## config.mk

```make
export PLATFORM = sky130hd
export DESIGN_NAME = toroidal_life_generation
export DESIGN_NICKNAME = d
export VERILOG_FILES = /design/src/sv/tlg_pkg.sv /design/src/sv/toroidal_life_generation.sv
export SDC_FILE = /design/constraint.sdc
export NUM_CORES = 2
export LEC_CHECK = 0
export ABC_AREA = 1
export BUFFER_PORTS_ARGS = -buffer_cell sky130_fd_sc_hd__buf_2
export CORE_MARGIN = 8
export CORE_UTILIZATION = 45
export CTS_CLUSTER_DIAMETER = 100
export CTS_CLUSTER_SIZE = 10
export DETAILED_ROUTE_END_ITERATION = 8
export PLACE_DENSITY = 0.73
export SLEW_MARGIN = 20
export SYNTH_ARGS = -nofsm -noshare
export SYNTH_HDL_FRONTEND = slang
export SYNTH_SLANG_ARGS = --single-unit
```

## constraint.sdc

```tcl
create_clock -name clock -period 5.3 [get_ports clock]
set_input_delay 1.06 -clock clock [delete_from_list [all_inputs] [get_ports clock]]
set_output_delay 1.06 -clock clock [all_outputs]
set_load 0.005 [all_outputs]
```

## src/sv/tlg_pkg.sv

```systemverilog
// shared constants for the toroidal life generation block
`default_nettype none

package tlg_pkg;

   // board size defaults
   localparam int ROWS_DEFAULT = 32;
   localparam int COLS_DEFAULT = 32;

   // field widths
   localparam int OP_W    = 2;
   localparam int IDX_W   = 5;
   localparam int BITS_W  = 32;
   localparam int TDATA_W = 40;

   // operation codes
   localparam logic [OP_W-1:0] OP_WRITE = 2'd0;
   localparam logic [OP_W-1:0] OP_STEP  = 2'd1;
   localparam logic [OP_W-1:0] OP_READ  = 2'd2;

endpackage

`default_nettype wire

```

## src/sv/toroidal_life_generation.sv

```systemverilog
// toroidal life board, rule b3/s23, with row write, row read and generation step
//
// req channel: one transfer carries one operation (tuser) with a row index and a
// row word (tdata). write row stores the word, step advances the whole board by one
// generation on a torus, read row returns one row word. every transfer on req gives
// exactly one transfer on rsp, which echoes the operation in tuser and carries the
// row index (reads only) and the row cells (reads only) in tdata.
// the board lives in a row memory with a write port and a registered read port; one
// row of life logic, shared by every row, computes a whole new row per cycle while a
// small sequencer walks the rows with a three-row window (old row above, current row,
// and the row below, which at the bottom is the saved old row 0 for the wrap).
// a write or unused code goes from idle through S_DONE into the rsp register; a read
// goes through S_READ and S_DONE; a step goes through S_STEP_FIRST, S_STEP_LOAD, one
// S_STEP_RUN pass per row (one memory read per row) and S_DONE, then back to S_IDLE.
// one operation is in flight at a time; req_tready is high only when the sequencer
// is idle. a finished result sits in the rsp register while the next req is taken;
// if rsp_tready is low the next result waits in its own holding register.
// reset clears the board to dead through per-row valid bits, so no clearing pass
// is needed, and empties the rsp register.
`default_nettype none

module toroidal_life_generation
   import tlg_pkg::*;
#(
   parameter int ROWS = ROWS_DEFAULT,
   parameter int COLS = COLS_DEFAULT
) (
   input  wire                 clock,
   input  wire                 reset,
   // request channel
   input  wire                 req_tvalid,
   output logic                req_tready,
   input  wire [TDATA_W-1:0]   req_tdata,   // row_index[4:0], row_bits[36:5], zero fill
   input  wire [OP_W-1:0]      req_tuser,   // operation[1:0]
   // response channel
   output logic                rsp_tvalid,
   input  wire                 rsp_tready,
   output logic [TDATA_W-1:0]  rsp_tdata,   // result_row[4:0], read_bits[36:5], zero fill
   output logic [OP_W-1:0]     rsp_tuser    // done_operation[1:0]
);

   localparam int ROW_W = $clog2(ROWS);

   typedef enum logic [2:0] {
      S_IDLE,
      S_READ,
      S_STEP_FIRST,
      S_STEP_LOAD,
      S_STEP_RUN,
      S_DONE
   } state_type;

   state_type state_ff, state_in;

   // row memory and its valid bits
   logic [COLS-1:0]  mem [ROWS];
   logic [ROWS-1:0]  valid_ff;
   logic [COLS-1:0]  mem_q_ff;
   logic             mem_q_valid_ff;
   logic [COLS-1:0]  rdata;

   logic             mem_we;
   logic [ROW_W-1:0] mem_wa;
   logic [COLS-1:0]  mem_wd;
   logic [ROW_W-1:0] rd_addr_in;

   // step window
   logic [COLS-1:0]  prev_ff, prev_in;
   logic [COLS-1:0]  cur_ff, cur_in;
   logic [COLS-1:0]  first_ff, first_in;
   logic [ROW_W-1:0] step_row_ff, step_row_in;
   logic [COLS-1:0]  down_row;
   logic [COLS-1:0]  next_row;

   // pending result and output register
   logic [OP_W-1:0]    res_tuser_ff, res_tuser_in;
   logic [TDATA_W-1:0] res_tdata_ff, res_tdata_in;
   logic               rsp_tvalid_ff, rsp_tvalid_in;
   logic [OP_W-1:0]    rsp_tuser_ff, rsp_tuser_in;
   logic [TDATA_W-1:0] rsp_tdata_ff, rsp_tdata_in;

   // request fields
   logic [IDX_W-1:0]  req_idx;
   logic [BITS_W-1:0] req_bits;
   logic              req_in_range;
   logic              req_fire;

   logic [ROW_W:0]    ahead_row;
   logic [63:0]       rdata_wide;
   logic [63:0]       req_bits_wide;

   assign req_idx      = req_tdata[IDX_W-1:0];
   assign req_bits     = req_tdata[IDX_W+BITS_W-1:IDX_W];
   assign req_in_range = ({1'b0, req_idx} < (IDX_W+1)'(ROWS));
   assign req_tready   = (state_ff == S_IDLE);
   assign req_fire     = req_tvalid && req_tready;

   assign rdata         = mem_q_valid_ff ? mem_q_ff : '0;
   assign rdata_wide    = 64'(rdata);
   assign req_bits_wide = 64'(req_bits);
   assign ahead_row     = {1'b0, step_row_ff} + (ROW_W+1)'(2);

   // last row wraps down onto the saved old row 0
   assign down_row = (step_row_ff == ROW_W'(ROWS-1)) ? first_ff : rdata;

   // one row of life cells with wrap at the side edges
   for (genvar c = 0; c < COLS; c++) begin : g_cell
      localparam int CL = (c == 0) ? COLS-1 : c-1;
      localparam int CR = (c == COLS-1) ? 0 : c+1;
      logic [3:0] count;
      assign count = 4'(prev_ff[CL]) + 4'(prev_ff[c]) + 4'(prev_ff[CR])
                   + 4'(cur_ff[CL]) + 4'(cur_ff[CR])
                   + 4'(down_row[CL]) + 4'(down_row[c]) + 4'(down_row[CR]);
      assign next_row[c] = (count == 4'd3) || ((count == 4'd2) && cur_ff[c]);
   end

   // sequencer
   always_comb begin
      state_in      = state_ff;
      prev_in       = prev_ff;
      cur_in        = cur_ff;
      first_in      = first_ff;
      step_row_in   = step_row_ff;
      res_tuser_in  = res_tuser_ff;
      res_tdata_in  = res_tdata_ff;
      rsp_tvalid_in = rsp_tvalid_ff;
      rsp_tuser_in  = rsp_tuser_ff;
      rsp_tdata_in  = rsp_tdata_ff;
      mem_we        = 1'b0;
      mem_wa        = '0;
      mem_wd        = '0;
      rd_addr_in    = '0;

      if (rsp_tvalid_ff && rsp_tready) begin
         rsp_tvalid_in = 1'b0;
      end

      case (state_ff)
         S_IDLE: begin
            if (req_fire) begin
               res_tuser_in = req_tuser;
               res_tdata_in = '0;
               case (req_tuser)
                  OP_WRITE: begin
                     mem_we   = req_in_range;
                     mem_wa   = req_idx[ROW_W-1:0];
                     mem_wd   = req_bits_wide[COLS-1:0];
                     state_in = S_DONE;
                  end
                  OP_STEP: begin
                     rd_addr_in = ROW_W'(ROWS-1);
                     state_in   = S_STEP_FIRST;
                  end
                  OP_READ: begin
                     rd_addr_in = req_in_range ? req_idx[ROW_W-1:0] : '0;
                     res_tdata_in[IDX_W-1:0] = req_idx;
                     // out-of-range reads give zero cells
                     res_tdata_in[TDATA_W-1] = !req_in_range;
                     state_in   = S_READ;
                  end
                  default: begin
                     state_in = S_DONE;
                  end
               endcase
            end
         end
         S_READ: begin
            res_tdata_in[IDX_W+BITS_W-1:IDX_W] =
               res_tdata_ff[TDATA_W-1] ? '0 : rdata_wide[BITS_W-1:0];
            res_tdata_in[TDATA_W-1] = 1'b0;
            state_in = S_DONE;
         end
         S_STEP_FIRST: begin
            // old last row is the row above row 0
            prev_in    = rdata;
            rd_addr_in = '0;
            state_in   = S_STEP_LOAD;
         end
         S_STEP_LOAD: begin
            cur_in      = rdata;
            first_in    = rdata;
            rd_addr_in  = ROW_W'(1);
            step_row_in = '0;
            state_in    = S_STEP_RUN;
         end
         S_STEP_RUN: begin
            mem_we  = 1'b1;
            mem_wa  = step_row_ff;
            mem_wd  = next_row;
            prev_in = cur_ff;
            cur_in  = down_row;
            if (ahead_row < (ROW_W+1)'(ROWS)) begin
               rd_addr_in = ahead_row[ROW_W-1:0];
            end
            if (step_row_ff == ROW_W'(ROWS-1)) begin
               state_in = S_DONE;
            end else begin
               step_row_in = step_row_ff + ROW_W'(1);
            end
         end
         S_DONE: begin
            if (!rsp_tvalid_ff || rsp_tready) begin
               rsp_tvalid_in = 1'b1;
               rsp_tuser_in  = res_tuser_ff;
               rsp_tdata_in  = res_tdata_ff;
               state_in      = S_IDLE;
            end
         end
         default: begin
            state_in = S_IDLE;
         end
      endcase
   end

   // state, window and registered outputs
   always_ff @(posedge clock) begin
      if (reset) begin
         state_ff      <= S_IDLE;
         rsp_tvalid_ff <= 1'b0;
         valid_ff      <= '0;
      end else begin
         state_ff      <= state_in;
         rsp_tvalid_ff <= rsp_tvalid_in;
         if (mem_we) begin
            valid_ff[mem_wa] <= 1'b1;
         end
      end
      prev_ff      <= prev_in;
      cur_ff       <= cur_in;
      first_ff     <= first_in;
      step_row_ff  <= step_row_in;
      res_tuser_ff <= res_tuser_in;
      res_tdata_ff <= res_tdata_in;
      rsp_tuser_ff <= rsp_tuser_in;
      rsp_tdata_ff <= rsp_tdata_in;
   end

   // row memory, one write and one registered read per cycle
   always_ff @(posedge clock) begin
      if (mem_we) begin
         mem[mem_wa] <= mem_wd;
      end
      mem_q_ff       <= mem[rd_addr_in];
      mem_q_valid_ff <= valid_ff[rd_addr_in];
   end

   assign rsp_tvalid = rsp_tvalid_ff;
   assign rsp_tuser  = rsp_tuser_ff;
   assign rsp_tdata  = rsp_tdata_ff;

endmodule

`default_nettype wire
```

Yosys cells after proc, flatten, opt, wreduce, memory -nomap -nowiden. Memory sizes are Yosys's and may differ from the RTL's. A register that Yosys moved wholly into a read port is not among the register bits. Cells that the tools add are included.

Register bits: 218. Latch bits: 0. Bits in writable memories: 1024. ROM bits: 0. Bits of input ports: 46. Output and inout bits: 44. Word-level logic and storage cells: 438. Memories: 1.

Memory list: mem (depth 32, width 32, rd ports 1, clocked after Yosys merged registers in 1, write ports 1, line toroidal_life_generation.sv:56) `logic [COLS-1:0] mem [ROWS];`.

Add/subtract/negate cells: 226. $mul: 0. Divide/modulo/power cells: 0. Magnitude comparators: 4. Eq/ne operators: 76. Shift operators: 0. Muxes and demuxes: 38. Bitwise operators: 1. Reduce and logical (&&, ||, !) cells: 79.

Operator list (count): $add 4x1->4 (128); $eq 4x2->1 const B (64); $pmux 32 s2 (4); $mux 32 (5); $add 3x1->4 (32); $add 2x1->3 (32); $add 1x1->2 (32); $mux 40 (1); $logic_and 1x1->1 (35); $logic_or 1x1->1 (33); $or 32x32->32 (1); $mux 5 (6); $pmux 5 s2 (3); $pmux 3 s6 (1); $pmux 5 s3 (1); $lt 5x6->1 const B (2); $mux 1 (9); $mux 3 (3); $reduce_and 2->1 (4); $add 5x2->6 const B (1); $eq 3x2->1 const B (2); $eq 3x3->1 const B (2); $lt 6x6->1 const B (1); $ne 2x2->1 const B (3); other kinds (16) (19).

Longest topological paths before layout.
Depth in word-level cells: 11. Depth in mapped cells: 20.

Least setup slack after synthesis. No wires, ideal clock.

Path type: reg-to-reg. From: register step_row_ff[1]. To: memory mem[0][11] (netlist name), data pin. Setup time: 467 ps. Arrival time: 5123 ps. Required time: 4833 ps. Slack: -290 ps. Stages on the path, launching flop included: 17. Path buffers: 2. Clock period less this slack: 5590 ps. Cell sequence: edfxtp_1 > ha_1 > nand2_1 > nor2_1 > ha_1 > inv_1 > clkbuf_1 > clkbuf_1 > nand2_1 > o21ai_0 > fa_1 > fa_1 > inv_1 > ha_1 > fa_1 > o21ai_0 > o31ai_1.

Word-level cells in the longest chain between the ends: 9. Elaborated cells on any way between the ends: 10.

RTL lines: from (decl) (line toroidal_life_generation.sv:71) `logic [ROW_W-1:0] step_row_ff, step_row_in;`; from (signal assigned) (line toroidal_life_generation.sv:231) `step_row_ff <= step_row_in;`; $eq 5x5->1 * (line toroidal_life_generation.sv:104) `assign down_row = (step_row_ff == ROW_W'(ROWS-1)) ? first_ff : rdata;`; $mux 32 * (line toroidal_life_generation.sv:104); $add 4x1->4 (2 in series) (line toroidal_life_generation.sv:113) `+ 4'(down_row[CL]) + 4'(down_row[c]) + 4'(down_row[CR]);`; $add 4x1->4 * (line toroidal_life_generation.sv:113); $eq 4x2->1 (line toroidal_life_generation.sv:114) `assign next_row[c] = (count == 4'd3) || ((count == 4'd2) && cur_ff[c]);`; $logic_and 1x1->1 (line toroidal_life_generation.sv:114); $logic_or 1x1->1 * (line toroidal_life_generation.sv:114); $pmux 32 s2 * (line toroidal_life_generation.sv:138) `case (state_ff)`; via mem_wd[11] (line toroidal_life_generation.sv:64) `logic [COLS-1:0] mem_wd;`; to (decl) (line toroidal_life_generation.sv:56).

The timed path passes the listed nets; every way through them passes the cells marked *.

Final worst setup path.
From: register step_row_ff[0]. To: memory mem[5][23] (netlist name), data pin.

The elaborated chain is that of the path after synthesis.

==> results.md <==
* R2R setup slack at 0.32 ns
* Largest family of logic cells by synthesized area: simple AND/OR/NAND/NOR gates
* Max Slew Vio Count at 0
* Period utilization at between 90% and 100%
* Synth area leader: edfxtp_1
* Vias per inst at roughly 5.6
* Cell area after synthesis at about 60000 um^2
* Setup TNS Final at 0 ns
* Max Buffers Root-to-Sink at 3
* FILL cells at between 10000 and 15000
* PD cells at 598.7 nW/um^2
* Slew HR at 22.84%
* I/O Buffers at 83
* Leak Pwr at 27.70 nW
* Commonest non-fill, non-tap cell in the layout: edfxtp_1
* DRT Pass-1 Iters at 6
* Switch share at 39.23%
* Net count, final at 5931
* Nature of the critical path startpoint: flip-flop
* Fin util at 50.87%
* Crit-path max cell delay at 0.68 ns
* Critical path type: reg2reg
* PnR worst setup slack at 0.3200 ns
* Post-synthesis mux area share at 0%
* Die area at 144700 um^2
* Peak VDD IR at roughly 0.41 mV
* Synth Instances at 5605
* CTS Buf Count at 145
* First-pass GRT wire length at about 250000 um
* Design Area, Final at 66960 um^2
* Final Hold Viols at 0
* # rows at 133
* Synth Warn # at 0
* Placed Cells at just over 7000
* Yosys top cell area share at a little over 60%
* ANT nets after route at 0
* # IOs at 90
* Skew-Pair Late Insertion Delay at between 0.7 and 0.8 ns
* Comb pwr share at 41.2%
* Drt initial violations at 5463
* Synth Area in XOR/XNOR at 0.02932%
* Detail-routed net length per standard cell at 21.76 um
* #FFs+latches synth at 1272
* Post-CTS setup buffers at 0
* Hpwl dp at 90980 um
* Overall global routing resource usage at approximately 22%
* Initial antenna violation count at 2
* Critical path data required time at 5.84 ns
* Share of layout cells above drive strength 1 at about 7.9%
* DP Area at 62780 um^2
* Chip width at between 300 and 400 um
* Tmin final at around 5.0 ns
* Starting Density at 45.38%
* Footprint of the multi-input gates at between 15000 and 20000 um^2
* Worst Skew at 0.03008 ns
* Core area at 131600 um^2
* Synth Area in Simple Gates at approximately a fifth
* Final Setup Violations at 0
* Sequential Power Share at a little over a third
* Clock share of power at 22.5%
* Max frequency at 200.8 MHz
* Slowest CP cell: o21ai_0
* Post-Route WL at 163500 um
* Outcome: finished, final reports clean
* Root Buffer: clkbuf_16
* Finished Layout Cells at roughly 7500
* Synth Area in Adders at 6.414%
* Synth cell types at 36
* Register area at 37510 um^2
* Top Family by Delay on Critical Path: adder cells
* Post-Place Worst Slack at 0.2908 ns
* Clock transition at the registers of the reported paths at 0.06 ns
* Syn_area_per_cell at 10.66 um^2
* Die height at 380.3 um
* Most frequent cells in the layout: edfxtp_1 (1203), nand2_1 (1133), nand3_1 (1133)
* Psw at 0.01573 W
* Int Power at 0.02436 W
* Overflow after GRT at 0
* HP Class: reg2reg
* Area growth syn-to-layout at 12.10%
* Maxcap violations at 0
* Pin count of the biggest net entering global routing at 199
* Synth Area in Compound Gates at 2.040%
* H-tree depth at 4
* CTS tree: built
* Buf+Inv Stages, Crit Path at 4
* Sequential share of the synthesized area at 62.79%
* CP arrival at 5.52 ns
* Clock sink count at 1272
* # DRC at 0
* RSZ-0062 raised after global routing: false
* Routability congestion estimate at 0.8782
* Worst Max-Slew Pin Slew at 1.157 ns
* Ordered list of cells on the worst path: ha_1 -> nand2_1 -> nor2_1 -> ha_1 -> inv_2 -> buf_12 -> o21ai_0 -> fa_1 -> fa_1 -> inv_1 -> ha_1 -> fa_1 -> o21ai_0 -> o2111ai_1 -> nand2_1 -> buf_4
* DR vias at 42110
* Number of global-route vias before repair at 42040
* Worst-path fanout max at 40
* Synth area leaders: edfxtp_1 (60%), nand3_1 (9.5%), nand2_1 (7.2%), inv_1 (5.7%), fa_1 (4.3%)
* Crit path capture type: flip-flop
-- final timing paths --
check / start / to / depth (start not counted)
worst max-delay path: step_row_ff[0] / mem[5][23] / 16
worst min-delay path: res_tuser_ff[0] / rsp_tuser[0] / 0
worst max register to register: step_row_ff[0] / mem[5][23] / 16
worst min register to register: res_tuser_ff[0] / rsp_tuser[0] / 0
-- worst register-to-register path, stage by stage, from the launching register on --
cell and delay, ns:
edfxtp_1 0.47, ha_1 0.22, nand2_1 0.07, nor2_1 0.12
ha_1 0.21, inv_2 0.07, buf_12 0.16, o21ai_0 0.70
fa_1 0.57, fa_1 0.52, inv_1 0.04, ha_1 0.21
fa_1 0.44, o21ai_0 0.24, o2111ai_1 0.25, nand2_1 0.14
buf_4 0.31
-- state kept, by name, summed over array words and instances (netlist names) --
register	cells
valid_ff	32
res_tuser_ff	2
mem	1024
res_tdata_ff	37
prev_ff	32
cur_ff	32
mem_q_valid_ff	1
first_ff	32
state_ff	3
rsp_tvalid	1
step_row_ff	5
rsp_tuser	2
mem_q_ff	32
rsp_tdata	37
-- power groups by stage --
stage | sequential [W] | clock [W] | combinational [W]
6_report | 0.0145 | 0.00901 | 0.0165
5_1_grt | 0.0146 | 0.00949 | 0.0186
4_1_cts | 0.0145 | 0.00910 | 0.0164
3_5_place_dp | 0.0147 | 0 | 0.0162
3_3_place_gp | 0.0147 | 0 | 0.0154
2_1_floorplan | 0.0146 | 0 | 0.0109
-- routing by layer --
metal	GRT usage (%)	up-vias	part of all wire [%]	wire, um
met1	27.69	20310	37	61270
met4	11.83	0	5.7	9251
li1	-	18880	-	-
met5	0	-	0	0
met2	35.76	2409	46	75500
met3	4.909	519	11	17470
-- per-stage QoR --
| step | hold slack [ns] | power [W] |
|---|---|---|
| 2_1_floorplan | 0.4003 | 0.02541 |
| 5_1_grt | 0.4150 | 0.04274 |
| 6_report | 0.4155 | 0.04009 |
| 3_5_place_dp | 0.4054 | 0.03095 |
| 4_1_cts | 0.4120 | 0.04007 |
| 3_3_place_gp | 0.4010 | 0.03008 |
-- repair_timing --
action | in CTS | in global routing
gates resized for setup | 0 | 1
hold buffers | 0 | 0
endpoints found under the setup margin | 0 | 32
-- cell families after synthesis --
kind of cell | after synthesis
compound gates | 218
xor+xnor | 2
flops | 1272
fa+ha+maj | 230
simple gates | 2658
other cells | 1
buf+inv | 1224
-- cells in the mapped netlist --
cell and n:
nand4_1 14, a211oi_1 1, buf_1 45, o2111ai_1 15, a21oi_1 46, nor3b_1 1
nand2_2 3, nor3_1 2, o21ai_2 1, nand3b_1 227, nor2_2 2, xor2_1 1
buf_2 180, nor3_2 2, o31ai_1 19, buf_4 3, fa_1 127, o22ai_1 2
a31oi_1 1, o32ai_1 1, xnor2_1 1, inv_2 3, nand3_1 1133, a21o_1 1
nor2_1 134, conb_1 1, edfxtp_1 1203, o22ai_2 1, nand2_1 1138, dfxtp_1 69
clkbuf_1 90, nor2_4 1, ha_1 103, nand3_2 1, inv_1 903, o21ai_0 130
-- final cells by class --
type                            count  share of cell area, %
Tap cell                         1755                  3.279
Antenna cell                        2               0.007474
Sequential cell                  1272                  56.01
Multi-Input combinational cell   3111                  26.70
Inverter                          906                  5.101
Timing Repair Buffer              219                  2.679
Clock inverter                     13                 0.2317
Clock buffer                      235                  5.987
Power figures use the tool's default switching activity.
